===== src/rtl/rokt_pkg.sv =====
// ----------------------------------------------------------------------------
// rokt_pkg
// shared sizes, codes and command/status types of the recency ordered key table
// ----------------------------------------------------------------------------
package rokt_pkg;

    // table geometry
    localparam int ENTRIES    = 16;
    localparam int KEY_BITS   = 64;
    localparam int VALUE_BITS = 64;

    localparam int IDX_W = $clog2(ENTRIES);
    localparam int CNT_W = $clog2(ENTRIES + 1);

    // configuration register widths and resets
    localparam int CAP_W   = 5;
    localparam int VB_W    = 4;
    localparam int CMP_W   = (CNT_W > CAP_W) ? CNT_W : CAP_W;
    localparam int PADDR_W = 3;
    localparam int PDATA_W = 32;

    localparam logic [CAP_W-1:0] CAP_RESET = 5'd16;
    localparam logic [VB_W-1:0]  VB_RESET  = 4'd8;
    localparam logic [VB_W-1:0]  VB_MAX    = 4'd8;

    // register indexes (paddr[2])
    localparam logic REG_CAPACITY    = 1'b0;
    localparam logic REG_VALUE_BYTES = 1'b1;

    // opcodes
    localparam logic [1:0] OP_LOOKUP = 2'd0;
    localparam logic [1:0] OP_ADD    = 2'd1;
    localparam logic [1:0] OP_DELETE = 2'd2;
    localparam logic [1:0] OP_NOP    = 2'd3;

    // result status codes
    localparam logic [1:0] ST_OK       = 2'd0;
    localparam logic [1:0] ST_NOTFOUND = 2'd1;
    localparam logic [1:0] ST_EMPTY    = 2'd2;
    localparam logic [1:0] ST_CORRUPT  = 2'd3;

    typedef struct packed {
        logic [KEY_BITS-1:0]   key;
        logic [VALUE_BITS-1:0] val;
    } entry_t;

    typedef struct packed {
        logic [CAP_W-1:0] capacity;
        logic [VB_W-1:0]  value_bytes;
    } cfg_t;

    // controller to datapath
    typedef struct packed {
        logic       load;
        logic       scan_start;
        logic       shift_start;
        logic       walk;
        logic       shift_mode;
        logic       clear;
        logic       dec;
        logic       append;
        logic       finish;
        logic [1:0] res_status;
        logic       res_evicted;
    } ctrl_cmd_t;

    // datapath to controller
    typedef struct packed {
        logic [1:0] op;
        logic       empty;
        logic       over;
        logic       full;
        logic       match;
        logic       walk_end;
        logic       res_free;
    } dp_status_t;

endpackage


===== src/rtl/rokt_regs.sv =====
// ----------------------------------------------------------------------------
// rokt_regs
// configuration registers behind the apb-style port
// ----------------------------------------------------------------------------
module rokt_regs (
    input  logic                         clk,
    input  logic                         rst_n,
    input  logic                         psel,
    input  logic                         penable,
    input  logic                         pwrite,
    input  logic [rokt_pkg::PADDR_W-1:0] paddr,
    input  logic [rokt_pkg::PDATA_W-1:0] pwdata,
    output logic [rokt_pkg::PDATA_W-1:0] prdata,
    output logic                         pready,
    output rokt_pkg::cfg_t               cfg
);
    import rokt_pkg::*;

    logic [CAP_W-1:0] capacity_reg;
    logic [VB_W-1:0]  value_bytes_reg;
    logic             wr_en;

    assign pready = 1'b1;
    assign wr_en  = psel && penable && pwrite;

    always_ff @(posedge clk or negedge rst_n)
    begin
        if (!rst_n)
        begin
            capacity_reg    <= CAP_RESET;
            value_bytes_reg <= VB_RESET;
        end
        else if (wr_en)
        begin
            case (paddr[2])
                REG_CAPACITY:    capacity_reg    <= pwdata[CAP_W-1:0];
                REG_VALUE_BYTES: value_bytes_reg <= pwdata[VB_W-1:0];
                default:         ;
            endcase
        end
    end

    always_comb
    begin
        case (paddr[2])
            REG_CAPACITY:    prdata = PDATA_W'(capacity_reg);
            REG_VALUE_BYTES: prdata = PDATA_W'(value_bytes_reg);
            default:         prdata = '0;
        endcase
    end

    assign cfg.capacity    = capacity_reg;
    assign cfg.value_bytes = value_bytes_reg;

endmodule


===== src/rtl/rokt_ctrl.sv =====
// ----------------------------------------------------------------------------
// rokt_ctrl
// sequencer: dispatch, key scan, gap closing, append and result hand-off
// ----------------------------------------------------------------------------
module rokt_ctrl (
    input  logic                 clk,
    input  logic                 rst_n,
    input  logic                 in_valid,
    output logic                 in_stall,
    input  rokt_pkg::dp_status_t dp_status,
    output rokt_pkg::ctrl_cmd_t  cmd
);
    import rokt_pkg::*;

    localparam logic [2:0] S_IDLE     = 3'd0;
    localparam logic [2:0] S_DISPATCH = 3'd1;
    localparam logic [2:0] S_SCAN     = 3'd2;
    localparam logic [2:0] S_SHIFT    = 3'd3;
    localparam logic [2:0] S_WRITE    = 3'd4;
    localparam logic [2:0] S_FINISH   = 3'd5;

    logic [2:0] state_reg;
    logic [2:0] state_next;
    logic [1:0] status_reg;
    logic [1:0] status_next;
    logic       evict_reg;
    logic       evict_next;

    always_ff @(posedge clk or negedge rst_n)
    begin
        if (!rst_n)
        begin
            state_reg  <= S_IDLE;
            status_reg <= ST_OK;
            evict_reg  <= 1'b0;
        end
        else
        begin
            state_reg  <= state_next;
            status_reg <= status_next;
            evict_reg  <= evict_next;
        end
    end

    assign in_stall = (state_reg != S_IDLE);

    always_comb
    begin
        state_next      = state_reg;
        status_next     = status_reg;
        evict_next      = evict_reg;
        cmd             = '0;
        cmd.res_status  = status_reg;
        cmd.res_evicted = evict_reg;

        case (state_reg)
            S_IDLE:
            begin
                if (in_valid)
                begin
                    cmd.load   = 1'b1;
                    state_next = S_DISPATCH;
                end
            end
            S_DISPATCH:
            begin
                status_next = ST_OK;
                evict_next  = 1'b0;
                if (dp_status.op == OP_NOP)
                begin
                    state_next = S_FINISH;
                end
                else if (dp_status.op inside {OP_LOOKUP, OP_DELETE} && dp_status.empty)
                begin
                    status_next = ST_EMPTY;
                    state_next  = S_FINISH;
                end
                else if (dp_status.op == OP_ADD && dp_status.over)
                begin
                    cmd.clear   = 1'b1;
                    status_next = ST_CORRUPT;
                    state_next  = S_FINISH;
                end
                else
                begin
                    cmd.scan_start = 1'b1;
                    state_next     = S_SCAN;
                end
            end
            S_SCAN:
            begin
                cmd.walk = 1'b1;
                if (dp_status.match)
                begin
                    if (dp_status.op == OP_LOOKUP)
                    begin
                        state_next = S_FINISH;
                    end
                    else
                    begin
                        cmd.shift_start = 1'b1;
                        state_next      = S_SHIFT;
                    end
                end
                else if (dp_status.walk_end)
                begin
                    if (dp_status.op != OP_ADD)
                    begin
                        status_next = ST_NOTFOUND;
                        state_next  = S_FINISH;
                    end
                    else if (dp_status.full)
                    begin
                        // drop the oldest entry first
                        cmd.shift_start = 1'b1;
                        evict_next      = 1'b1;
                        state_next      = S_SHIFT;
                    end
                    else
                    begin
                        state_next = S_WRITE;
                    end
                end
            end
            S_SHIFT:
            begin
                cmd.walk       = 1'b1;
                cmd.shift_mode = 1'b1;
                if (dp_status.walk_end)
                begin
                    cmd.dec    = 1'b1;
                    state_next = (dp_status.op == OP_DELETE) ? S_FINISH : S_WRITE;
                end
            end
            S_WRITE:
            begin
                cmd.append = 1'b1;
                state_next = S_FINISH;
            end
            S_FINISH:
            begin
                if (dp_status.res_free)
                begin
                    cmd.finish = 1'b1;
                    state_next = S_IDLE;
                end
            end
            default:
            begin
                state_next = S_IDLE;
            end
        endcase
    end

endmodule


===== src/rtl/rokt_dpath.sv =====
// ----------------------------------------------------------------------------
// rokt_dpath
// entry memory, count, item and result registers, walk counter
// ----------------------------------------------------------------------------
module rokt_dpath (
    input  logic                 clk,
    input  logic                 rst_n,
    input  rokt_pkg::cfg_t       cfg,
    input  logic [1:0]           opcode,
    input  logic [63:0]          key,
    input  logic [63:0]          value,
    output logic                 out_valid,
    input  logic                 out_stall,
    output logic [1:0]           status,
    output logic [63:0]          value_out,
    output logic [4:0]           entry_count,
    output logic                 evicted,
    input  rokt_pkg::ctrl_cmd_t  cmd,
    output rokt_pkg::dp_status_t dp_status
);
    import rokt_pkg::*;

    entry_t entry_mem [ENTRIES];

    logic [1:0]            op_reg;
    logic [KEY_BITS-1:0]   key_reg;
    logic [VALUE_BITS-1:0] val_reg;
    logic [CNT_W-1:0]      count_reg;
    logic [CNT_W-1:0]      walk_idx_reg;
    logic                  rd_valid_reg;
    logic [IDX_W-1:0]      rd_tag_reg;
    entry_t                rdata_reg;
    logic                  hit_reg;
    logic [VALUE_BITS-1:0] hit_val_reg;
    logic                  out_valid_reg;
    logic [1:0]            status_reg;
    logic [63:0]           value_out_reg;
    logic [4:0]            entry_count_reg;
    logic                  evicted_reg;

    logic [VB_W-1:0]       nbytes;
    logic [63:0]           mask64;
    logic [VALUE_BITS-1:0] vmask;
    logic [CMP_W-1:0]      cap_w;
    logic [CMP_W-1:0]      cap_eff;
    logic [CMP_W-1:0]      count_w;
    logic                  match;
    logic                  issue;
    logic [CNT_W-1:0]      shift_from;
    logic                  mem_we;
    logic [IDX_W-1:0]      waddr;
    entry_t                wdata;
    logic [VALUE_BITS-1:0] new_val;

    // byte mask from value_bytes, limited to eight bytes
    always_comb
    begin
        nbytes = (cfg.value_bytes > VB_MAX) ? VB_MAX : cfg.value_bytes;
        for (int b = 0; b < 8; b++)
        begin
            mask64[b*8 +: 8] = (VB_W'(b) < nbytes) ? 8'hff : 8'h00;
        end
        vmask = mask64[VALUE_BITS-1:0];
    end

    // effective capacity
    always_comb
    begin
        cap_w = CMP_W'(cfg.capacity);
        if (cfg.capacity == '0)
            cap_eff = CMP_W'(1);
        else if (cap_w > CMP_W'(ENTRIES))
            cap_eff = CMP_W'(ENTRIES);
        else
            cap_eff = cap_w;
    end

    assign count_w    = CMP_W'(count_reg);
    assign match      = rd_valid_reg && (rdata_reg.key == key_reg);
    assign issue      = cmd.walk && !cmd.shift_start && (walk_idx_reg < count_reg);
    assign shift_from = match ? (CNT_W'(rd_tag_reg) + CNT_W'(1)) : CNT_W'(1);

    assign new_val = hit_reg ? ((hit_val_reg & ~vmask) | (val_reg & vmask))
                             : (val_reg & vmask);

    assign mem_we = cmd.append || (cmd.walk && cmd.shift_mode && rd_valid_reg);
    assign waddr  = cmd.append ? count_reg[IDX_W-1:0] : (rd_tag_reg - IDX_W'(1));
    always_comb
    begin
        if (cmd.append)
        begin
            wdata.key = key_reg;
            wdata.val = new_val;
        end
        else
        begin
            wdata = rdata_reg;
        end
    end

    // entry memory: one write and one registered read per cycle
    always_ff @(posedge clk)
    begin
        if (mem_we)
            entry_mem[waddr] <= wdata;
        if (issue)
            rdata_reg <= entry_mem[walk_idx_reg[IDX_W-1:0]];
    end

    // item capture
    always_ff @(posedge clk)
    begin
        if (cmd.load)
        begin
            op_reg  <= opcode;
            key_reg <= key[KEY_BITS-1:0];
            val_reg <= value[VALUE_BITS-1:0];
        end
        if (cmd.walk && !cmd.shift_mode && match && !hit_reg)
            hit_val_reg <= rdata_reg.val;
    end

    always_ff @(posedge clk or negedge rst_n)
    begin
        if (!rst_n)
        begin
            count_reg    <= '0;
            walk_idx_reg <= '0;
            rd_valid_reg <= 1'b0;
            rd_tag_reg   <= '0;
            hit_reg      <= 1'b0;
        end
        else
        begin
            if (cmd.clear)
                count_reg <= '0;
            else if (cmd.dec)
                count_reg <= count_reg - CNT_W'(1);
            else if (cmd.append)
                count_reg <= count_reg + CNT_W'(1);

            if (cmd.scan_start)
            begin
                walk_idx_reg <= '0;
                rd_valid_reg <= 1'b0;
            end
            else if (cmd.shift_start)
            begin
                walk_idx_reg <= shift_from;
                rd_valid_reg <= 1'b0;
            end
            else if (issue)
            begin
                walk_idx_reg <= walk_idx_reg + CNT_W'(1);
                rd_valid_reg <= 1'b1;
                rd_tag_reg   <= walk_idx_reg[IDX_W-1:0];
            end
            else
            begin
                rd_valid_reg <= 1'b0;
            end

            if (cmd.load)
                hit_reg <= 1'b0;
            else if (cmd.walk && !cmd.shift_mode && match)
                hit_reg <= 1'b1;
        end
    end

    // result register
    always_ff @(posedge clk or negedge rst_n)
    begin
        if (!rst_n)
            out_valid_reg <= 1'b0;
        else if (cmd.finish)
            out_valid_reg <= 1'b1;
        else if (!out_stall)
            out_valid_reg <= 1'b0;
    end

    always_ff @(posedge clk)
    begin
        if (cmd.finish)
        begin
            status_reg      <= cmd.res_status;
            evicted_reg     <= cmd.res_evicted;
            entry_count_reg <= count_w[4:0];
            value_out_reg   <= (op_reg == OP_LOOKUP && hit_reg) ? 64'(hit_val_reg & vmask)
                                                                 : 64'd0;
        end
    end

    assign out_valid   = out_valid_reg;
    assign status      = status_reg;
    assign value_out   = value_out_reg;
    assign entry_count = entry_count_reg;
    assign evicted     = evicted_reg;

    assign dp_status.op       = op_reg;
    assign dp_status.empty    = (count_reg == '0);
    assign dp_status.over     = (count_w > cap_eff);
    assign dp_status.full     = (count_w >= cap_eff);
    assign dp_status.match    = match;
    assign dp_status.walk_end = !rd_valid_reg && (walk_idx_reg >= count_reg);
    assign dp_status.res_free = !out_valid_reg || !out_stall;

endmodule


===== src/rtl/recency_ordered_key_table.sv =====
// ----------------------------------------------------------------------------
// recency_ordered_key_table
// key/value table kept oldest first, with add/refresh, lookup and delete
// ----------------------------------------------------------------------------
//
//  channel   direction  handshake                    payload
//  -------   ---------  ---------------------------  --------------------------------
//  config    in         psel/penable/pwrite, pready  paddr, pwdata, prdata
//  item      in         in_valid / in_stall          opcode, key, value
//  result    out        out_valid / out_stall        status, value_out, entry_count,
//                                                    evicted
//
//  one transaction is in work at a time: accept, dispatch, a key scan of up to
//  count entries, a gap close, an append and a hand-off before the next accept;
//  the single-port read and single-port write of the entry memory set the scan
//  and shift rate
//  reset clears the count and the controller; memory contents are left as found
//  and only entries below the count are ever read, so no clearing pass is needed
//  a finished result sits in the output register; the next item is taken while
//  it waits, and only the hand-off of the following result waits on out_stall
//
module recency_ordered_key_table (
    input  logic                         clk,
    input  logic                         rst_n,
    // configuration port
    input  logic                         psel,
    input  logic                         penable,
    input  logic                         pwrite,
    input  logic [rokt_pkg::PADDR_W-1:0] paddr,
    input  logic [rokt_pkg::PDATA_W-1:0] pwdata,
    output logic [rokt_pkg::PDATA_W-1:0] prdata,
    output logic                         pready,
    // item channel
    input  logic                         in_valid,
    output logic                         in_stall,
    input  logic [1:0]                   opcode,
    input  logic [63:0]                  key,
    input  logic [63:0]                  value,
    // result channel
    output logic                         out_valid,
    input  logic                         out_stall,
    output logic [1:0]                   status,
    output logic [63:0]                  value_out,
    output logic [4:0]                   entry_count,
    output logic                         evicted
);
    import rokt_pkg::*;

    cfg_t       cfg;
    ctrl_cmd_t  cmd;
    dp_status_t dp_status;

    // capacity and value byte registers
    rokt_regs u_regs (
        .clk     (clk),
        .rst_n   (rst_n),
        .psel    (psel),
        .penable (penable),
        .pwrite  (pwrite),
        .paddr   (paddr),
        .pwdata  (pwdata),
        .prdata  (prdata),
        .pready  (pready),
        .cfg     (cfg)
    );

    // sequencer: decides scan, gap close and append from datapath status
    rokt_ctrl u_ctrl (
        .clk       (clk),
        .rst_n     (rst_n),
        .in_valid  (in_valid),
        .in_stall  (in_stall),
        .dp_status (dp_status),
        .cmd       (cmd)
    );

    // entry memory, count and result register
    rokt_dpath u_dpath (
        .clk         (clk),
        .rst_n       (rst_n),
        .cfg         (cfg),
        .opcode      (opcode),
        .key         (key),
        .value       (value),
        .out_valid   (out_valid),
        .out_stall   (out_stall),
        .status      (status),
        .value_out   (value_out),
        .entry_count (entry_count),
        .evicted     (evicted),
        .cmd         (cmd),
        .dp_status   (dp_status)
    );

endmodule


===== config.mk =====
export PLATFORM = sky130hd
export DESIGN_NAME = recency_ordered_key_table
export DESIGN_NICKNAME = d
export VERILOG_FILES = /design/src/rtl/rokt_pkg.sv /design/src/rtl/rokt_regs.sv /design/src/rtl/rokt_ctrl.sv /design/src/rtl/rokt_dpath.sv /design/src/rtl/recency_ordered_key_table.sv
export SDC_FILE = /design/constraint.sdc
export NUM_CORES = 2
export LEC_CHECK = 0
export ABC_AREA = 1
export ABC_CLOCK_PERIOD_IN_PS = 8900
export BUFFER_PORTS_ARGS = -buffer_cell sky130_fd_sc_hd__buf_2
export CELL_PAD_IN_SITES_DETAIL_PLACEMENT = 1
export CELL_PAD_IN_SITES_GLOBAL_PLACEMENT = 2
export CORE_MARGIN = 5
export CORE_UTILIZATION = 45
export DETAILED_ROUTE_END_ITERATION = 12
export GPL_TIMING_DRIVEN = 0
export PLACE_DENSITY = 0.9
export SLEW_MARGIN = 10
export SYNTH_ARGS = -nofsm -noshare
export SYNTH_HDL_FRONTEND = slang
export SYNTH_SLANG_ARGS = --single-unit
export TNS_END_PERCENT = 5

===== constraint.sdc =====
create_clock -name clk -period 8.9 [get_ports clk]
set_input_delay 1.335 -clock clk [delete_from_list [all_inputs] [get_ports clk]]
set_output_delay 1.335 -clock clk [all_outputs]
set_load 0.05 [all_outputs]

After elaboration in Yosys (flattened, before gate mapping)
Memory sizes are Yosys's and may differ from the RTL's. A register that Yosys moved wholly into a read port is not among the register bits.
Index checks and enable logic that the tools add are counted.
{ "word_totals": {"wordCells": 185, "regBits": 298, "latch_bits": 0, "ram_bits": 2048, "mem_count": 1, "output_inout_bits": 107, "romBits": 0} }
{ "memory_table": {"columns": ["name", "words", "word_bits", "read_ports", "rd_ports_with_merged_regs", "write_ports", "line", "text"], "rows": [
  ["u_dpath.entry_mem", 16, 128, 1, 1, 1, "rokt_dpath.sv:23", "entry_t entry_mem [ENTRIES];"]
]} }
{ "op_classes": {"order_cmp": 14, "n_addsub": 5, "n_bitwise": 8, "reduce_logical": 39, "muxes": 79, "n_eq_ne": 20, "div_mod_pow": 0, "mul": 0, "shift": 0} }
{ "ops": {"columns": ["cell", "count"], "rows": [
  ["bitwise AND 64 bit", 3],
  ["2-to-1 mux 128 bit", 1],
  ["equality test 64 bit", 1],
  ["2-to-1 mux 64 bit", 1],
  ["2-to-1 mux 8 bit", 8],
  ["NOT 64 bit", 1],
  ["bitwise OR 64 bit", 1],
  ["one-hot mux 32 bit (2 select lines)", 1],
  ["2-to-1 mux 5 bit", 9],
  ["2-to-1 mux 1 bit", 37],
  ["2-to-1 mux 3 bit", 11],
  ["one-hot mux 3 bit (6 select lines)", 1],
  ["less-than comparator 3 x 4 -> 1 bit, first input constant", 4],
  ["logical AND 1 bit", 14],
  ["inequality test 2 bit, second input constant", 7],
  ["2-to-1 mux 2 bit", 6],
  ["adder 5 x 1 -> 5 bit, second input constant", 2],
  [">= comparator 5 bit", 2],
  ["logical NOT 5 bit", 2],
  ["nonzero test 3 bit", 3],
  ["less-than comparator 1 x 4 -> 1 bit, first input constant", 2],
  ["less-than comparator 2 x 4 -> 1 bit, first input constant", 2],
  ["2-to-1 mux 4 bit", 2],
  ["AND reduction 4 bit", 2],
  ["other kinds (26)", 42]
]} }

Logic depth before layout (Yosys ltp)
{ "logic_depth": {"word_depth": 15, "ltp_mapped": 20, "depth_no_buf": 19} }

By module
A second synthesis with hierarchy kept.
{ "hier_totals": {"cells_unflattened": 7280, "hier_area_um2": 97481.0} }
{ "modules_own_cells": {"columns": ["mod", "instances", "seq_area_each_um2", "area_per_inst_um2", "cells_per_inst"], "rows": [
  ["rokt_dpath", 1, 73755.7, 96331.1, 7115],
  ["rokt_regs", 1, 227.7, 676.9, 87],
  ["rokt_ctrl", 1, 150.1, 473.0, 78]
]} }

Least setup slack after synthesis
No wires, ideal clock.
{ "synth_path": {"path_type": "input -> register", "from": "input in_valid", "to": "register u_dpath.key_reg[0], enable pin", "setup_time_ps": 622, "required_ps": 8278, "cell_stages": 2, "arrival_time_ps": 6758, "path_slack_ps": 1521, "path_cell_list": "inv_1 -> nor2_1"} }
{ "synth_lines": {"columns": ["item", "line", "text"], "rows": [
  ["start, declared", "recency_ordered_key_table.sv:34", "input logic in_valid,"],
  ["end signal, assigned", "rokt_dpath.sv:116", "key_reg <= key[KEY_BITS-1:0];"],
  ["end, declared", "rokt_dpath.sv:26", "logic [KEY_BITS-1:0] key_reg;"]
]} }

Final worst setup path
{ "layout_path": {"from": "register u_dpath.walk_idx_reg[0]", "to": "register u_dpath.rdata_reg[82] (netlist name)"} }
{ "layout_between": {"elab_chain_cells": 8, "elab_cells_between_ends": 9, "cone_classes": "2 x order compare; 3 x mux; 4 x reduce/logical"} }
{ "layout_lines": {"columns": ["item", "line", "text"], "rows": [
  ["start, declared", "rokt_dpath.sv:29", "logic [CNT_W-1:0] walk_idx_reg;"],
  ["start signal, assigned", "rokt_dpath.sv:149", "walk_idx_reg <= shift_from;"],
  ["start signal, assigned", "rokt_dpath.sv:154", "walk_idx_reg <= walk_idx_reg + CNT_W'(1);"],
  [">= comparator 5 bit", "rokt_dpath.sv:204", "assign dp_status.walk_end = !rd_valid_reg && (walk_idx_reg >= count_reg);"],
  ["logical AND 1 bit", "rokt_dpath.sv:204", null],
  ["2-to-1 mux 1 bit", "rokt_ctrl.sv:105", "else if (dp_status.walk_end)"],
  ["2-to-1 mux 1 bit", "rokt_ctrl.sv:93", "if (dp_status.match)"],
  ["2-to-1 mux 1 bit", "rokt_ctrl.sv:56", "case (state_reg)"],
  ["logical NOT 1 bit", "rokt_dpath.sv:80", "assign issue = cmd.walk && !cmd.shift_start && (walk_idx_reg < count_reg);"],
  ["logical AND 1 bit", "rokt_dpath.sv:80", null],
  ["logical AND 1 bit *", "rokt_dpath.sv:80", null],
  ["named net u_dpath.issue", "rokt_dpath.sv:48", "logic issue;"]
]} }
Mark *: on every way through the listed nets, which the timed path passes. The rest lies on a longest branch.
A chain may end at the register's enable or synchronous reset.

==> run_results.csv <==
group,metric,value,unit
status,status,"finished, final reports clean",
yosys,yosysWarnings,0,
power_and_ir_drop,leakagePower,37.2,nW
timing,fmax,0.182,GHz
flow_run,max_cap_violations,0,
routing,vias_per_cell,6.36,
clock_network,cts_buffer_depth,3,
worst_setup_path,cp.arrival,6.03,ns
worst_setup_path,path_max_fanout,82,
timing,fin_crit,5.51,ns
timing,drv_slew,0,
yosys,synth_edf_count,2442,
power_and_ir_drop,switchingPower,14.9,mW
routing,wl_per_cell,33.2,um
routing,first_pass_iters,5,
timing,fin_ws,3.39,ns
cells_and_area,nFillCells,20951,
cells_and_area,areaGrowthSynthToFinish,17.0,%
worst_setup_path,setup.worst_path.end_class,"register",
routing,drt-initial-drc-count,9632,
clock_network,clkSlewWorstSetupHoldPaths,0.09,ns
timing,setup_tns,0,ns
clock_network,clkLatencyLatePin,0.95,ns
timing,worstMarginPinSlew,1.42,ns
clock_network,htreeDepth,4,
global_route,grt_pass1_vias,70092,
yosys,avgSynthCellArea,13.7,um2
clock_network,cts_hold_buf,0,
clock_network,cts_resized,0,
global_route,grt_overflow,0,
power_and_ir_drop,clockPowerShare,26.6,%
clock_network,cts_setup_buffers,0,
floorplanning,num_rows,169,
floorplanning,fp.dieH,472,um
floorplanning,pin_count,279,
floorplanning,die_w,472,um
routing,drc,0,
routing,routed-via-count,68411,
cells_and_area,drive_gt1_share,13.0,%
cells_and_area,largest_register_ffs,2048,
routing,ant_nets,0,
timing,finClkSkew,0.0950,ns
yosys,ys_types,43,
timing,finalSetupViolCount,0,
place,dpl.hpwl,240,mm
global_route,grt_pass1_wl,504,mm
clock_network,cts-root-buf,"clkbuf_16",
clock_network,cts_made_buffers,241,
cells_and_area,fin_nets,7888,
yosys,syn_inst,7020,
global_route,grt.total_usage,31.2,%
yosys,synthFlopType,"edfxtp_1",
place,io_buffer_count,221,
clock_network,cts_tree,"yes",
power_and_ir_drop,p_per_area,345,nW/um2
routing,drt_wl_total,357,mm
power_and_ir_drop,p_comb_share,32.2,%
floorplanning,die_area,223000,um2
timing,period_share,61.9,%
yosys,async_flop_share,1.29,%
floorplanning,fp.coreArea,212000,um2
worst_setup_path,cp-start-kind,"register",
power_and_ir_drop,p_seq_share,41.2,%
power_and_ir_drop,sw_frac_of_total,38.4,%
global_route,grt_max_degree,83,
timing,finalHoldViolations,0,
worst_setup_path,path_class,"reg -> reg",
timing,slew_headroom,5.12,%
clock_network,cts.sinks,2474,
power_and_ir_drop,p_int,23.9,mW
yosys,syn_area,96100,um2
yosys,ys_seq_area_share,77.1,%
timing,rsz0062_at_grt,"false",
yosys,synth_seq_cells,2474,
floorplanning,start_util,45.3,%
global_route,antenna_found_initial,31,
place,gp_congestion,0.878,
worst_setup_path,worstPathRequired,9.43,ns
power_and_ir_drop,vdd_ir_drop_max,259,uV
place,pre_cts_ws,3.87,ns
min_path,hold_path.class,"reg -> reg",
-- synthesized netlist by cell type, types with 12 or more instances --
master    instances  area [um2]
edfxtp_1       2442       73300
o21ai_0         918        4590
nor2_1          817        3070
nand2_1         735        2760
a21oi_1         596        2980
clkbuf_1        298        1120
o22ai_1         259        1620
o221ai_1        256        2240
inv_1           175         657
buf_2           129         646
o21ai_1         103         515
nand3_1          61         305
buf_4            30         225
dfrtp_1          30         751
buf_1            19        71.3
nor3_1           18        90.1
xnor2_1          18         158
nand4_1          17         106
ha_1             16         200
inv_2            12        45.0
-- cells by family (layout without fill, tap and decap cells) --
logic type | count (synthesis) | count (layout) | share of synthesized area (%)
DFF | 2474 | 2474 | 77.1
adders and majority gates | 17 | 17 | 0.229
other | 2 | 62 | 0.00781
and+or+nand+nor | 1675 | 1675 | 6.81
AOI/OAI and AO/OA | 2159 | 2159 | 12.7
buffers and inverters | 666 | 1528 | 2.90
xor gates and xnor gates | 27 | 27 | 0.246
-- cells in the final DEF (no fill, tap or decap), types with 171 or more instances in the layout --
cell type / count
edfxtp_1: 2442
nor2_1: 799
a21oi_1: 574
nand2_1: 735
buf_2: 350
o21ai_0: 849
inv_1: 174
clkbuf_16: 242
o221ai_1: 256
clkbuf_1: 336
o22ai_1: 259
o21ai_1: 171
-- metal layers --
layer  vias up  part of all wire (%)  global-route usage (%)  routed length [um]
li1      27691                     -                       -                   -
met5         -                 0.036                       0                 129
met4        18                   7.6                    20.7               27300
met2      5039                    45                    48.4              162000
met1     34482                    35                    39.0              126000
met3      1181                    12                    7.99               41400
-- area by class of cell --
cell class / instances / area (um2) / area share [%]
antenna: 34 / 85.1 / 0.0757
buffer: 478 / 2100 / 1.86
clock buffer: 296 / 6320 / 5.62
clock inverter: 156 / 1510 / 1.34
inverter: 188 / 716 / 0.637
multi-input combinational: 3906 / 19600 / 17.4
sequential: 2474 / 74100 / 65.9
tap: 2821 / 3530 / 3.14
timing repair buffer: 410 / 4480 / 3.99
-- metrics by stage --
step / utilization [%] / power (mW) / std cells / hold WS (ns) / cell area [um2]
4_1_cts: 52.9 / 38.2 / 10728 / 0.448 / 112000
2_1_floorplan: - / 22.2 / 7046 / 0.419 / 96200
3_3_place_gp: 47.5 / 27.1 / 10088 / 0.429 / 101000
5_1_grt: 52.9 / 39.8 / 10744 / 0.447 / 112000
6_report: 53.0 / 38.7 / 10763 / 0.441 / 112000
3_5_place_dp: 49.2 / 27.9 / 10276 / 0.433 / 104000
-- worst paths after layout --
| path | cells after the start | to | slack (ns) | start |
|---|---|---|---|---|
| max in group asynchronous | 1 | u_regs.value_bytes_reg[2]$_DFFE_PN0P_ | 7.46 | rst_n |
| setup / recovery | 19 | u_dpath.rdata_reg[82]$_DFFE_PP_ | 3.39 | u_dpath.walk_idx_reg[0]$_DFFE_PN0P_ |
| min in group asynchronous | 1 | u_dpath.walk_idx_reg[4]$_DFFE_PN0P_ | 0.65 | rst_n |
| setup reg to reg | 19 | u_dpath.rdata_reg[82]$_DFFE_PP_ | 3.39 | u_dpath.walk_idx_reg[0]$_DFFE_PN0P_ |
| hold reg to reg | 0 | u_dpath.hit_val_reg[42]$_DFFE_PP_ | 0.44 | u_dpath.rdata_reg[42]$_DFFE_PP_ |
| hold / removal | 0 | u_dpath.hit_val_reg[42]$_DFFE_PP_ | 0.44 | u_dpath.rdata_reg[42]$_DFFE_PP_ |
-- critical path, stage by stage, from the launching register on --
cell	delay [ns]
dfrtp_1	0.46
buf_2	0.29
buf_6	0.30
inv_4	0.14
buf_4	0.34
buf_2	0.49
buf_2	0.44
ha_1	0.26
inv_1	0.06
nand2_1	0.07
nand3_1	0.18
a21oi_1	0.29
nor2_1	0.14
nand2_1	0.14
nand2_4	0.09
nand2_4	0.09
buf_6	0.17
nand2_8	0.12
inv_8	0.36
buf_16	0.49
-- power groups by stage --
stage / logic (mW) / clock network (mW) / registers (mW)
6_report: 12.5 / 10.3 / 16.0
5_1_grt: 12.9 / 10.9 / 16.0
4_1_cts: 12.0 / 10.3 / 16.0
3_5_place_dp: 11.8 / 0 / 16.2
3_3_place_gp: 10.6 / 0 / 16.5
2_1_floorplan: 5.95 / 0 / 16.2
Note: power is estimated with default switching activity, not from simulation.
